[config.mk]
export PLATFORM = sky130hd
export DESIGN_NAME = joystick_report_decode_deadzone_flat
export DESIGN_NICKNAME = d
export VERILOG_FILES = /design/src/hdl/jrd_pkg.sv /design/src/hdl/jrd_if.sv /design/src/hdl/jrd_prep.sv /design/src/hdl/jrd_div_stage.sv /design/src/hdl/jrd_finish.sv /design/src/hdl/joystick_report_decode_deadzone.sv /design/src/flat_wrapper.sv
export SDC_FILE = /design/constraint.sdc
export NUM_CORES = 2
export LEC_CHECK = 0
export BUFFER_PORTS_ARGS = -buffer_cell sky130_fd_sc_hd__buf_2
export CAP_MARGIN = 20
export CORE_AREA = 8 8 363 365
export DETAILED_ROUTE_END_ITERATION = 8
export DIE_AREA = 0 0 371 373
export SLEW_MARGIN = 0
export SYNTH_ARGS = -nofsm -noshare
export SYNTH_HDL_FRONTEND = slang
export SYNTH_SLANG_ARGS = --single-unit
[constraint.sdc]
create_clock -name clk -period 8.3 [get_ports clk]
set_input_delay 0.415 -clock clk [delete_from_list [all_inputs] [get_ports clk]]
set_output_delay 0.415 -clock clk [all_outputs]
set_load 0.01 [all_outputs]
[src/hdl/jrd_pkg.sv]
`timescale 1ns / 1ps
// ---------------------------------------------------------------------------
// jrd_pkg
// Shared types and constants of the joystick report decoder.
// ---------------------------------------------------------------------------
`default_nettype none

package jrd_pkg;

  // configuration register indexes
  localparam int          CFG_IDX_W = 3;
  localparam logic [CFG_IDX_W-1:0] REG_DZ_EN = 3'd0;
  localparam logic [CFG_IDX_W-1:0] REG_X_OFF = 3'd1;
  localparam logic [CFG_IDX_W-1:0] REG_Y_OFF = 3'd2;
  localparam logic [CFG_IDX_W-1:0] REG_X_DZ  = 3'd3;
  localparam logic [CFG_IDX_W-1:0] REG_Y_DZ  = 3'd4;

  // divider shape: QUO_W quotient bits, DIV_STEPS bits per stage
  localparam int QUO_W      = 15;
  localparam int DIV_STEPS  = 3;
  localparam int DIV_STAGES = QUO_W / DIV_STEPS;

  localparam int SUM_W = 10;  // raw + offset, and all divisor candidates
  localparam int MAG_W = 9;   // magnitude of numerator, and positive divisor

  localparam logic signed [SUM_W-1:0] CENTRE = 10'sd128;
  localparam logic signed [15:0]      Q_MAX  = 16'sh7FFF;
  localparam logic signed [15:0]      Q_MIN  = 16'sh8000;

  typedef struct packed {
    logic [7:0] joy_x_byte;
    logic [7:0] joy_y_byte;
    logic [7:0] accel_x_byte;
    logic [7:0] accel_y_byte;
    logic [7:0] accel_z_byte;
    logic [7:0] extra_byte;
  } in_beat_t;

  typedef struct packed {
    logic signed [15:0] stick_x;
    logic signed [15:0] stick_y;
    logic signed [7:0]  stick_x_raw;
    logic signed [7:0]  stick_y_raw;
    logic               button_c;
    logic               button_z;
    logic [9:0]         accel_x;
    logic [9:0]         accel_y;
    logic [9:0]         accel_z;
  } out_beat_t;

  typedef struct packed {
    logic [CFG_IDX_W-1:0] reg_index;
    logic [7:0]           wdata;
  } cfg_beat_t;

  typedef struct packed {
    logic              dz_en;
    logic signed [7:0] x_off;
    logic signed [7:0] y_off;
    logic [6:0]        x_dz;
    logic [6:0]        y_dz;
  } cfg_t;

  // fields that ride along the pipeline untouched
  typedef struct packed {
    logic signed [7:0] stick_x_raw;
    logic signed [7:0] stick_y_raw;
    logic              button_c;
    logic              button_z;
    logic [9:0]        accel_x;
    logic [9:0]        accel_y;
    logic [9:0]        accel_z;
  } side_t;

  typedef struct packed {
    logic signed [SUM_W-1:0] sum;
    logic signed [SUM_W-1:0] den_off;
    logic signed [SUM_W-1:0] den_pos;
    logic signed [SUM_W-1:0] den_neg;
    logic [6:0]              dz;
  } axis_pre_t;

  typedef struct packed {
    logic      dz_en;
    axis_pre_t x;
    axis_pre_t y;
    side_t     side;
  } pre_beat_t;

  typedef struct packed {
    logic             neg;
    logic             sat;
    logic             zero;
    logic [MAG_W-1:0] rem;
    logic [MAG_W-1:0] den;
    logic [QUO_W-1:0] quo;
  } axis_div_t;

  typedef struct packed {
    axis_div_t x;
    axis_div_t y;
    side_t     side;
  } div_beat_t;

endpackage

`default_nettype wire

[src/hdl/jrd_if.sv]
`timescale 1ns / 1ps
// ---------------------------------------------------------------------------
// jrd_if
// Valid/ready channels of the decoder: report in, result out, register write.
// ---------------------------------------------------------------------------
`default_nettype none

interface jrd_in_if;
  logic              valid;
  logic              ready;
  jrd_pkg::in_beat_t data;
  modport source (output valid, output data, input ready);
  modport sink   (input valid, input data, output ready);
endinterface

interface jrd_out_if;
  logic               valid;
  logic               ready;
  jrd_pkg::out_beat_t data;
  modport source (output valid, output data, input ready);
  modport sink   (input valid, input data, output ready);
endinterface

interface jrd_cfg_if;
  logic               valid;
  logic               ready;
  jrd_pkg::cfg_beat_t data;
  modport source (output valid, output data, input ready);
  modport sink   (input valid, input data, output ready);
endinterface

`default_nettype wire

[src/hdl/jrd_prep.sv]
`timescale 1ns / 1ps
// ---------------------------------------------------------------------------
// jrd_prep
// Two front stages: field decode and offset sums, then dead band selection,
// divider operands and saturation flags.
// ---------------------------------------------------------------------------
`default_nettype none

module jrd_prep (
  input  wire logic                clk,
  input  wire logic                rst_n,
  input  wire jrd_pkg::cfg_t       cfg,
  jrd_in_if.sink                   in_ch,
  output logic                     out_valid,
  input  wire logic                out_ready,
  output jrd_pkg::div_beat_t       out_data
);

  function automatic jrd_pkg::axis_pre_t pre_axis(logic [7:0] joy, logic signed [7:0] off,
                                                  logic [6:0] dz);
    logic signed [jrd_pkg::SUM_W-1:0] raw10;
    logic signed [jrd_pkg::SUM_W-1:0] off10;
    logic signed [jrd_pkg::SUM_W-1:0] dz10;
    jrd_pkg::axis_pre_t               p;
    raw10     = {{3{~joy[7]}}, joy[6:0]};
    off10     = {{2{off[7]}}, off};
    dz10      = {3'b000, dz};
    p.sum     = raw10 + off10;
    p.den_off = jrd_pkg::CENTRE + off10;
    p.den_pos = jrd_pkg::CENTRE + off10 - dz10;
    p.den_neg = jrd_pkg::CENTRE - off10 - dz10;
    p.dz      = dz;
    return p;
  endfunction

  function automatic jrd_pkg::axis_div_t op_axis(jrd_pkg::axis_pre_t p, logic en);
    logic signed [jrd_pkg::SUM_W-1:0] dz10;
    logic signed [jrd_pkg::SUM_W-1:0] num;
    logic signed [jrd_pkg::SUM_W-1:0] den;
    logic [jrd_pkg::SUM_W-1:0]        mag;
    logic                             den_bad;
    jrd_pkg::axis_div_t               o;
    dz10 = {3'b000, p.dz};
    num  = p.sum;
    den  = p.den_off;
    if (en) begin
      if (p.sum > dz10) begin
        num = p.sum - dz10;
        den = p.den_pos;
      end else if (p.sum < -dz10) begin
        num = p.sum + dz10;
        den = p.den_neg;
      end else begin
        num = '0;
        den = p.den_pos;
      end
    end
    mag     = num[jrd_pkg::SUM_W-1] ? -num : num;
    den_bad = den[jrd_pkg::SUM_W-1] || (den == '0);
    o.neg   = num[jrd_pkg::SUM_W-1];
    o.zero  = (num == '0);
    // |q| reaches 2^15 exactly when |num| >= den
    o.sat   = den_bad || (mag >= den);
    o.rem   = mag[jrd_pkg::MAG_W-1:0];
    o.den   = den[jrd_pkg::MAG_W-1:0];
    o.quo   = '0;
    return o;
  endfunction

  jrd_pkg::pre_beat_t a_r;
  jrd_pkg::pre_beat_t a_nxt;
  logic               a_v_r;
  logic               a_ready;
  jrd_pkg::div_beat_t b_r;
  jrd_pkg::div_beat_t b_nxt;
  logic               b_v_r;
  logic               b_ready;

  assign b_ready     = !b_v_r || out_ready;
  assign a_ready     = !a_v_r || b_ready;
  assign in_ch.ready = a_ready;
  assign out_valid   = b_v_r;
  assign out_data    = b_r;

  always_comb begin
    a_nxt.dz_en            = cfg.dz_en;
    a_nxt.x                = pre_axis(in_ch.data.joy_x_byte, cfg.x_off, cfg.x_dz);
    a_nxt.y                = pre_axis(in_ch.data.joy_y_byte, cfg.y_off, cfg.y_dz);
    a_nxt.side.stick_x_raw = {~in_ch.data.joy_x_byte[7], in_ch.data.joy_x_byte[6:0]};
    a_nxt.side.stick_y_raw = {~in_ch.data.joy_y_byte[7], in_ch.data.joy_y_byte[6:0]};
    a_nxt.side.button_c    = ~in_ch.data.extra_byte[1];
    a_nxt.side.button_z    = ~in_ch.data.extra_byte[0];
    a_nxt.side.accel_x     = {in_ch.data.accel_x_byte, in_ch.data.extra_byte[3:2]};
    a_nxt.side.accel_y     = {in_ch.data.accel_y_byte, in_ch.data.extra_byte[5:4]};
    a_nxt.side.accel_z     = {in_ch.data.accel_z_byte, in_ch.data.extra_byte[7:6]};
  end

  always_comb begin
    b_nxt.x    = op_axis(a_r.x, a_r.dz_en);
    b_nxt.y    = op_axis(a_r.y, a_r.dz_en);
    b_nxt.side = a_r.side;
  end

  always_ff @(posedge clk) begin
    if (!rst_n) begin
      a_v_r <= 1'b0;
      b_v_r <= 1'b0;
    end else begin
      if (a_ready) a_v_r <= in_ch.valid;
      if (b_ready) b_v_r <= a_v_r;
    end
  end

  always_ff @(posedge clk) begin
    if (a_ready && in_ch.valid) a_r <= a_nxt;
    if (b_ready && a_v_r)       b_r <= b_nxt;
  end

`ifndef NO_ASSERTIONS
  a_accept_lands : assert property (@(posedge clk) disable iff (!rst_n)
    (in_ch.valid && in_ch.ready) |=> a_v_r)
    else $error("accepted report did not reach first stage");

  a_div_ready : assert property (@(posedge clk) disable iff (!rst_n)
    (b_v_r && !b_r.x.sat && !b_r.y.sat) |-> (b_r.x.rem < b_r.x.den && b_r.y.rem < b_r.y.den))
    else $error("divider operands out of range without saturation");
`endif

endmodule

`default_nettype wire

[src/hdl/jrd_div_stage.sv]
`timescale 1ns / 1ps
// ---------------------------------------------------------------------------
// jrd_div_stage
// One register stage of the restoring divider, a few quotient bits per axis.
// ---------------------------------------------------------------------------
`default_nettype none

module jrd_div_stage (
  input  wire logic               clk,
  input  wire logic               rst_n,
  input  wire logic               in_valid,
  output logic                    in_ready,
  input  wire jrd_pkg::div_beat_t in_data,
  output logic                    out_valid,
  input  wire logic               out_ready,
  output jrd_pkg::div_beat_t      out_data
);

  function automatic jrd_pkg::axis_div_t div_bits(jrd_pkg::axis_div_t a);
    logic [jrd_pkg::MAG_W:0] r2;
    jrd_pkg::axis_div_t      o;
    o = a;
    for (int k = 0; k < jrd_pkg::DIV_STEPS; k++) begin
      r2 = {o.rem, 1'b0};
      if (r2 >= {1'b0, o.den}) begin
        r2    = r2 - {1'b0, o.den};
        o.quo = {o.quo[jrd_pkg::QUO_W-2:0], 1'b1};
      end else begin
        o.quo = {o.quo[jrd_pkg::QUO_W-2:0], 1'b0};
      end
      o.rem = r2[jrd_pkg::MAG_W-1:0];
    end
    return o;
  endfunction

  jrd_pkg::div_beat_t d_r;
  jrd_pkg::div_beat_t d_nxt;
  logic               v_r;

  assign in_ready  = !v_r || out_ready;
  assign out_valid = v_r;
  assign out_data  = d_r;

  always_comb begin
    d_nxt.x    = div_bits(in_data.x);
    d_nxt.y    = div_bits(in_data.y);
    d_nxt.side = in_data.side;
  end

  always_ff @(posedge clk) begin
    if (!rst_n) begin
      v_r <= 1'b0;
    end else if (in_ready) begin
      v_r <= in_valid;
    end
  end

  always_ff @(posedge clk) begin
    if (in_ready && in_valid) d_r <= d_nxt;
  end

`ifndef NO_ASSERTIONS
  a_rem_bound : assert property (@(posedge clk) disable iff (!rst_n)
    (v_r && !d_r.x.sat) |-> (d_r.x.rem < d_r.x.den))
    else $error("x partial remainder not below divisor");
`endif

endmodule

`default_nettype wire

[src/hdl/jrd_finish.sv]
`timescale 1ns / 1ps
// ---------------------------------------------------------------------------
// jrd_finish
// Output register: sign and saturation of the quotients, result beat.
// ---------------------------------------------------------------------------
`default_nettype none

module jrd_finish (
  input  wire logic               clk,
  input  wire logic               rst_n,
  input  wire logic               in_valid,
  output logic                    in_ready,
  input  wire jrd_pkg::div_beat_t in_data,
  jrd_out_if.source               out_ch
);

  function automatic logic signed [15:0] q15(jrd_pkg::axis_div_t a);
    logic signed [15:0] mag;
    logic signed [15:0] r;
    mag = {1'b0, a.quo};
    if (a.zero)     r = '0;
    else if (a.sat) r = a.neg ? jrd_pkg::Q_MIN : jrd_pkg::Q_MAX;
    else            r = a.neg ? -mag : mag;
    return r;
  endfunction

  jrd_pkg::out_beat_t o_r;
  jrd_pkg::out_beat_t o_nxt;
  logic               v_r;

  assign in_ready     = !v_r || out_ch.ready;
  assign out_ch.valid = v_r;
  assign out_ch.data  = o_r;

  always_comb begin
    o_nxt.stick_x     = q15(in_data.x);
    o_nxt.stick_y     = q15(in_data.y);
    o_nxt.stick_x_raw = in_data.side.stick_x_raw;
    o_nxt.stick_y_raw = in_data.side.stick_y_raw;
    o_nxt.button_c    = in_data.side.button_c;
    o_nxt.button_z    = in_data.side.button_z;
    o_nxt.accel_x     = in_data.side.accel_x;
    o_nxt.accel_y     = in_data.side.accel_y;
    o_nxt.accel_z     = in_data.side.accel_z;
  end

  always_ff @(posedge clk) begin
    if (!rst_n) begin
      v_r <= 1'b0;
    end else if (in_ready) begin
      v_r <= in_valid;
    end
  end

  always_ff @(posedge clk) begin
    if (in_ready && in_valid) o_r <= o_nxt;
  end

endmodule

`default_nettype wire

[src/hdl/joystick_report_decode_deadzone.sv]
`timescale 1ns / 1ps
// ---------------------------------------------------------------------------
// joystick_report_decode_deadzone
// Controller report decoder with per-axis offset, dead band and Q1.15 scaling.
// ---------------------------------------------------------------------------
// Takes one report beat per clock while the output is not held off, and
// returns one result beat per report, in order, through two front stages
// (decode and offset sums, then dead band and divider operands), five
// stages of the restoring divider at three quotient bits each, and the output
// register. Each stage stalls only when it is full and the next one is too, so
// bubbles close up and reports keep entering while a result waits. Register
// writes are always accepted and should be issued only while no report is in
// flight.
`default_nettype none

module joystick_report_decode_deadzone (
  input  wire logic clk,
  input  wire logic rst_n,
  jrd_in_if.sink    in_ch,
  jrd_out_if.source out_ch,
  jrd_cfg_if.sink   cfg_ch
);

  jrd_pkg::cfg_t      cfg_r;
  logic               dv [jrd_pkg::DIV_STAGES+1];
  logic               dr [jrd_pkg::DIV_STAGES+1];
  jrd_pkg::div_beat_t dd [jrd_pkg::DIV_STAGES+1];

  assign cfg_ch.ready = 1'b1;

  always_ff @(posedge clk) begin
    if (!rst_n) begin
      cfg_r <= '0;
    end else if (cfg_ch.valid) begin
      unique case (cfg_ch.data.reg_index)
        jrd_pkg::REG_DZ_EN: cfg_r.dz_en <= cfg_ch.data.wdata[0];
        jrd_pkg::REG_X_OFF: cfg_r.x_off <= cfg_ch.data.wdata;
        jrd_pkg::REG_Y_OFF: cfg_r.y_off <= cfg_ch.data.wdata;
        jrd_pkg::REG_X_DZ:  cfg_r.x_dz  <= cfg_ch.data.wdata[6:0];
        jrd_pkg::REG_Y_DZ:  cfg_r.y_dz  <= cfg_ch.data.wdata[6:0];
        default: ;
      endcase
    end
  end

  jrd_prep u_prep (
    .clk       (clk),
    .rst_n     (rst_n),
    .cfg       (cfg_r),
    .in_ch     (in_ch),
    .out_valid (dv[0]),
    .out_ready (dr[0]),
    .out_data  (dd[0])
  );

  for (genvar g = 0; g < jrd_pkg::DIV_STAGES; g++) begin : g_div
    jrd_div_stage u_div (
      .clk       (clk),
      .rst_n     (rst_n),
      .in_valid  (dv[g]),
      .in_ready  (dr[g]),
      .in_data   (dd[g]),
      .out_valid (dv[g+1]),
      .out_ready (dr[g+1]),
      .out_data  (dd[g+1])
    );
  end

  jrd_finish u_finish (
    .clk      (clk),
    .rst_n    (rst_n),
    .in_valid (dv[jrd_pkg::DIV_STAGES]),
    .in_ready (dr[jrd_pkg::DIV_STAGES]),
    .in_data  (dd[jrd_pkg::DIV_STAGES]),
    .out_ch   (out_ch)
  );

endmodule

`default_nettype wire

[src/flat_wrapper.sv]
// flat-port wrapper written by rule: the top's interface ports become plain ports
module joystick_report_decode_deadzone_flat 
  (clk, rst_n, in_ch_valid, in_ch_data, in_ch_ready, out_ch_valid, out_ch_data, out_ch_ready, cfg_ch_valid, cfg_ch_data, cfg_ch_ready);
  jrd_in_if in_ch_i ();
  jrd_out_if out_ch_i ();
  jrd_cfg_if cfg_ch_i ();
  input  wire logic clk;
  input  wire logic rst_n;
  input wire logic [$bits(in_ch_i.valid)-1:0] in_ch_valid;
  input wire logic [$bits(in_ch_i.data)-1:0] in_ch_data;
  output wire logic [$bits(in_ch_i.ready)-1:0] in_ch_ready;
  output wire logic [$bits(out_ch_i.valid)-1:0] out_ch_valid;
  output wire logic [$bits(out_ch_i.data)-1:0] out_ch_data;
  input wire logic [$bits(out_ch_i.ready)-1:0] out_ch_ready;
  input wire logic [$bits(cfg_ch_i.valid)-1:0] cfg_ch_valid;
  input wire logic [$bits(cfg_ch_i.data)-1:0] cfg_ch_data;
  output wire logic [$bits(cfg_ch_i.ready)-1:0] cfg_ch_ready;
  assign in_ch_i.valid = in_ch_valid;
  assign in_ch_i.data = in_ch_data;
  assign in_ch_ready = in_ch_i.ready;
  assign out_ch_valid = out_ch_i.valid;
  assign out_ch_data = out_ch_i.data;
  assign out_ch_i.ready = out_ch_ready;
  assign cfg_ch_i.valid = cfg_ch_valid;
  assign cfg_ch_i.data = cfg_ch_data;
  assign cfg_ch_ready = cfg_ch_i.ready;
  joystick_report_decode_deadzone u_core (.clk(clk), .rst_n(rst_n), .in_ch(in_ch_i), .out_ch(out_ch_i), .cfg_ch(cfg_ch_i));
endmodule
Word level (Yosys, flattened, before mapping)
Cells that the tools add are included.
Widths: inputs -> output; s select.
- flip-flop bits (word level): 856
- output and inout bits: 83
- logic and storage cells: 364
- add/sub/neg operators: 48
- $lt $le $gt $ge: 36
- eq/ne operators: 4
- muxes and demuxes: 78
- bitwise operators: 4
- reductions and logical operators: 38
- operators by type and width (cell ; count):
    $ge 10x9->1 ; 30
    $mux 9 ; 28
    $sub 9x9->9 ; 28
    $mux 10 ; 14
    $mux 16 ; 6
    $sub 10x8->10 ; 6
    $logic_not 10->1 ; 4
    $neg 15->16 ; 2
    $mux 1 ; 30
    $add 10x8->10 ; 2
    $add 9x8->10 const A ; 2
    $ge 10x10->1 ; 2
    $gt 10x8->1 ; 2
    $lt 10x10->1 ; 2
    $neg 10->10 ; 2
    $neg 7->10 ; 2
    $sub 9x8->10 const A ; 2
    $add 8x8->9 ; 2
    $logic_or 1x1->1 ; 12
    $reduce_and 2->1 ; 5
    $logic_and 1x1->1 ; 8
    $logic_not 1->1 ; 8
    $eq 3x2->1 const B ; 2
    $not 1->1 ; 4
    other kinds (3) ; 3

Logic depth before layout (Yosys ltp)
- depth after elaboration: 10
- mapped depth: 30
- depth with buffers taken out: 28

By module
From an unflattened synthesis, not the netlist that was laid out.
- cells, all modules: 3895
- area total of the unflattened synthesis: 49643.9 um^2
- by module, submodules not included (module ; instances ; cells each ; area each (um^2)):
    jrd_div_stage at u_core.g_div[0].u_div ... ; 2 ; 497 ; 6436.2
    jrd_div_stage at u_core.g_div[1].u_div ... ; 2 ; 489 ; 6419.9
    jrd_prep ; 1 ; 1053 ; 12778.5
    jrd_div_stage at u_core.g_div[3].u_div ; 1 ; 483 ; 6334.8
    jrd_finish ; 1 ; 271 ; 3626.0
    joystick_report_decode_deadzone ; 1 ; 116 ; 1192.4

Worst setup path after synthesis
Ideal clock, no wire load.
- path type: register to register
- start point: reg u_core.u_finish.v_r (netlist: u_core.u_finish.out_ch.valid)
- end point: reg u_core.g_div[1].u_div.d_r, in the netlist u_core.g_div[1].u_div.out_data[0], enable pin
- setup time: 718 ps
- arrival time: 8318 ps
- setup slack: -735 ps
- cell stages (with the launch flop): 5
- buffers on the path: 0
- clock period less this slack: 9035 ps
- path through: dfxtp_1 nor2b_1 and3_1 and2_0 a21boi_0
- word-level cells in the longest chain between the ends: 7
- ends and longest elaborated chain (element ; RTL line ; source):
    start, declared ; jrd_finish.sv:29 ; logic v_r;
    start signal, assigned ; jrd_finish.sv:51 ; v_r <= in_valid;
    $logic_not 1->1 ; jrd_finish.sv:31 ; assign in_ready = !v_r || out_ch.ready;
    $logic_or 1x1->1 ; jrd_finish.sv:31 ;
    $logic_or 1x1->1 (4 in a row) ; jrd_div_stage.sv:40 ; assign in_ready = !v_r || out_ready;
    $logic_and 1x1->1 ; jrd_div_stage.sv:59 ; if (in_ready && in_valid) d_r <= d_nxt;
    end signal, assigned ; jrd_div_stage.sv:59 ;
    end, declared ; jrd_div_stage.sv:36 ; jrd_pkg::div_beat_t d_r;
No other way between the ends.
A chain may end at the register's enable or synchronous reset.

==> impl_metrics.ini <==
[worst_setup_path]
required_ns = 8.69
critPathMaxFanout = 10
path_common_cell = mux2_2
path_class = reg -> reg
cpPeakStageDelay_ns = 0.61
cp_slowest_cell = a2111oi_1
cp.arrival_ns = 7.82
cp-start-kind = flop
endpoint_kind = flop
path_cells = inv_1 -> fa_1 -> a211o_1 -> a21oi_1 -> o21ai_1 -> o21a_1 -> a21oi_2 -> mux2_2 -> ha_1 -> and3_1 -> a221oi_1 -> o21ai_1 -> a21oi_1 -> o21bai_1 -> a211oi_2 -> inv_2 -> mux2_2 -> ha_1 -> nor3_1 -> a211o_1 -> nor2_1 -> a2111oi_1 -> o211ai_2 -> mux2_2

[placed_design]
dp_hpwl_mm = 67.4
place.gp.congestion = 0.818
dp.cells = 5384
dp_slack_ns = 0.875
io_buffers = 145

[clock_network]
cts_made_buffers = 87
h-tree-depth = 3
cts_sinks = 848
postCtsSetupBuffers = 0
clock_path_buffers = 3
clk_pin_slew_ns = 0.06
cts_root_buf = clkbuf_16
clkLatencyLatePin_ns = 0.65
ctsResizeCount = 0
hold_buffers = 39
cts_tree = yes

[synth]
yosysSeqAreaShare_pct = 55.8
synth_seq_cells = 848
ys_types = 95
yosysWarnings = 0
synth-edff-count = 809
synth_top_area_cell = edfxtp_1
synth.avg_cell_area_sq_um = 12.4
synth_top_family_by_area = adder cells
synthArstFlopShare_pct = 0
synth_flop_cell = edfxtp_1
synthSimpleGateAreaFrac_pct = 8.96
muxShareOfSynthArea_pct = 4.20
synth_xor_xnor_area_share_pct = 5.24
synth_adder_area_share_pct = 11.5
synthCells = 3625
synth_most_common_cell = edfxtp_1
synth_compound_area_share_pct = 11.4
synth_largest_type_area_fraction_pct = 54.0
synth_area_leaders = edfxtp_1 54%, ha_1 11%, xnor2_1 3.4%, nor2_1 2.5%, mux2_2 2.4%
synthTopCellsByCount = 809 x edfxtp_1, 381 x ha_1, 298 x nor2_1
mappedNetlistArea_sq_um = 45000

[global_routing]
antenna_found_initial = 4
gr-total-overflow = 0
grt_pass1_wl_mm = 145
grt_max_degree = 72
grt.total_usage_pct = 12.8
grt_pass1_vias = 27100

[status]
outcome = completed

[route]
post_drt_wl_per_cell_um = 16.2
wl_met3_mm = 3.46
met1_length_mm = 42.9
drcViolationCount = 0
dr.pass1.iters = 5
postRouteAntennaNets = 0
vias = 27200
initialDrtViolationCount = 1622
wl_mm = 90.4
vias_per_cell = 4.88
highest_layer = met5
wl_met2_mm = 41.6

[sta]
fmax_mhz = 134
setup_violations = 0
fin_crit_ns = 7.44
hold_violations = 0
slew_viol_final = 0
timing.final.crit_share_pct = 89.6
tns_ns = 0
worst_slew_pin_slew_ns = 1.04
rsz0062_at_grt = false
setup_slack_ns = 0.864
relSlewSlack_pct = 31.0
fin_skew_ns = 0.0319

[min_path]
min_path_type = in -> reg

[die]
core_area_sq_um = 126000
initial_utilization_pct = 35.6
die_x_um = 371
die_h_um = 373
die-area_sq_um = 138000
ios = 147
row_count = 131

[power]
power_leakage_nw = 19.5
irDropWorstVdd_v = 0.000159
power_density_nw_per_um2 = 256

[final_layout]
fin_cells = 5583
drive_gt1_share_pct = 11.7
finalNetCount = 4316
area_growth_pct = 13.2

[run]
max_cap_viol_count = 0
logic make-up (layout without fill, tap and decap cells):
family,count (synthesis),after routing
simple gates,838,838
fa+ha+maj,401,401
compound gates,763,763
buf+inv,339,632
xor+xnor,269,269
flops,848,848
other cells,2,5
mux,165,165
final cells by class:
cell class,instances,area [sq um]
Antenna cell,2,5.00
Inverter,272,1020
Multi-Input combinational cell,2439,18600
Sequential cell,848,25100
Clock buffer,101,2270
Clock inverter,56,547
Timing Repair Buffer,203,1270
Tap cell,1662,2080
Fill cell,11800,75500
sequential cells by signal (all words and copies together), names as in the netlist:
signal,count
u_core.cfg_r,31
u_core.u_prep.a_r,135
u_core.u_prep.out_valid,1
u_core.g_div.u_div.out_valid,5
u_core.u_finish.out_ch.valid,1
u_core.g_div.u_div.out_data,504
u_core.u_finish.out_ch.data,80
u_core.u_prep.a_v_r,1
u_core.u_prep.out_data,90
critical path, delay by kind of cell, from the launching register on:
family,cells,cell delay [ns]
simple gates,3,0.44
fa+ha+maj,3,1.15
mux,3,1.10
compound gates,13,3.61
flops,1,0.51
buf+inv,2,0.34
report_power, final:
part	switching, W	internal [W]	total, W
clock	0.00160	0.00222	0.00383
sequential	0.0000901	0.00504	0.00513
combinational	0.00209	0.00200	0.00409
total	0.00379	0.00926	0.0130
metrics by stage:
stage | hold slack (ns) | total power (W) | utilization (%) | area, sq um
detailed placement | 0.405 | 0.00928 | 37.7 | 47700
CTS | 0.00446 | 0.0132 | 40.3 | 50900
global placement | 0.400 | 0.00922 | 37.7 | 47700
floorplan | 0.400 | 0.00856 | - | 45000
global route | 0.0111 | 0.0138 | 40.3 | 50900
finish | 0.0413 | 0.0130 | 40.3 | 50900
path summary, 6_finish.rpt:
path	startpoint	to	slack (ns)	depth (start not counted)
hold reg to reg	u_core.g_div[3].u_div.out_data[95]	u_core.g_div[4].u_div.out_data[98]	0.39	0
setup / recovery	u_core.u_prep.out_data[63]	u_core.g_div[0].u_div.out_data[75]	0.86	24
hold / removal	in_ch_data[37]	u_core.u_prep.a_r[37]	0.04	1
setup reg to reg	u_core.u_prep.out_data[63]	u_core.g_div[0].u_div.out_data[75]	0.86	24
layout by cell type (no fill, tap or decap), drive strengths merged, types with 101 or more instances in the layout:
cell type	instances
buf	164
nor2	301
nand2	180
edfxtp	809
inv	279
a21oi	191
a21o	117
xnor2	174
clkbuf	101
ha	381
o21ai	157
mux2	143
metal layers:
layer | vias to the layer above | track usage [%]
li1 | 13800 | -
met1 | 12900 | 17.3
met2 | 416 | 21.0
met3 | 142 | 2.04
met4 | 2 | 3.82
met5 | - | 0
Note: power is estimated with default switching activity, not from simulation.
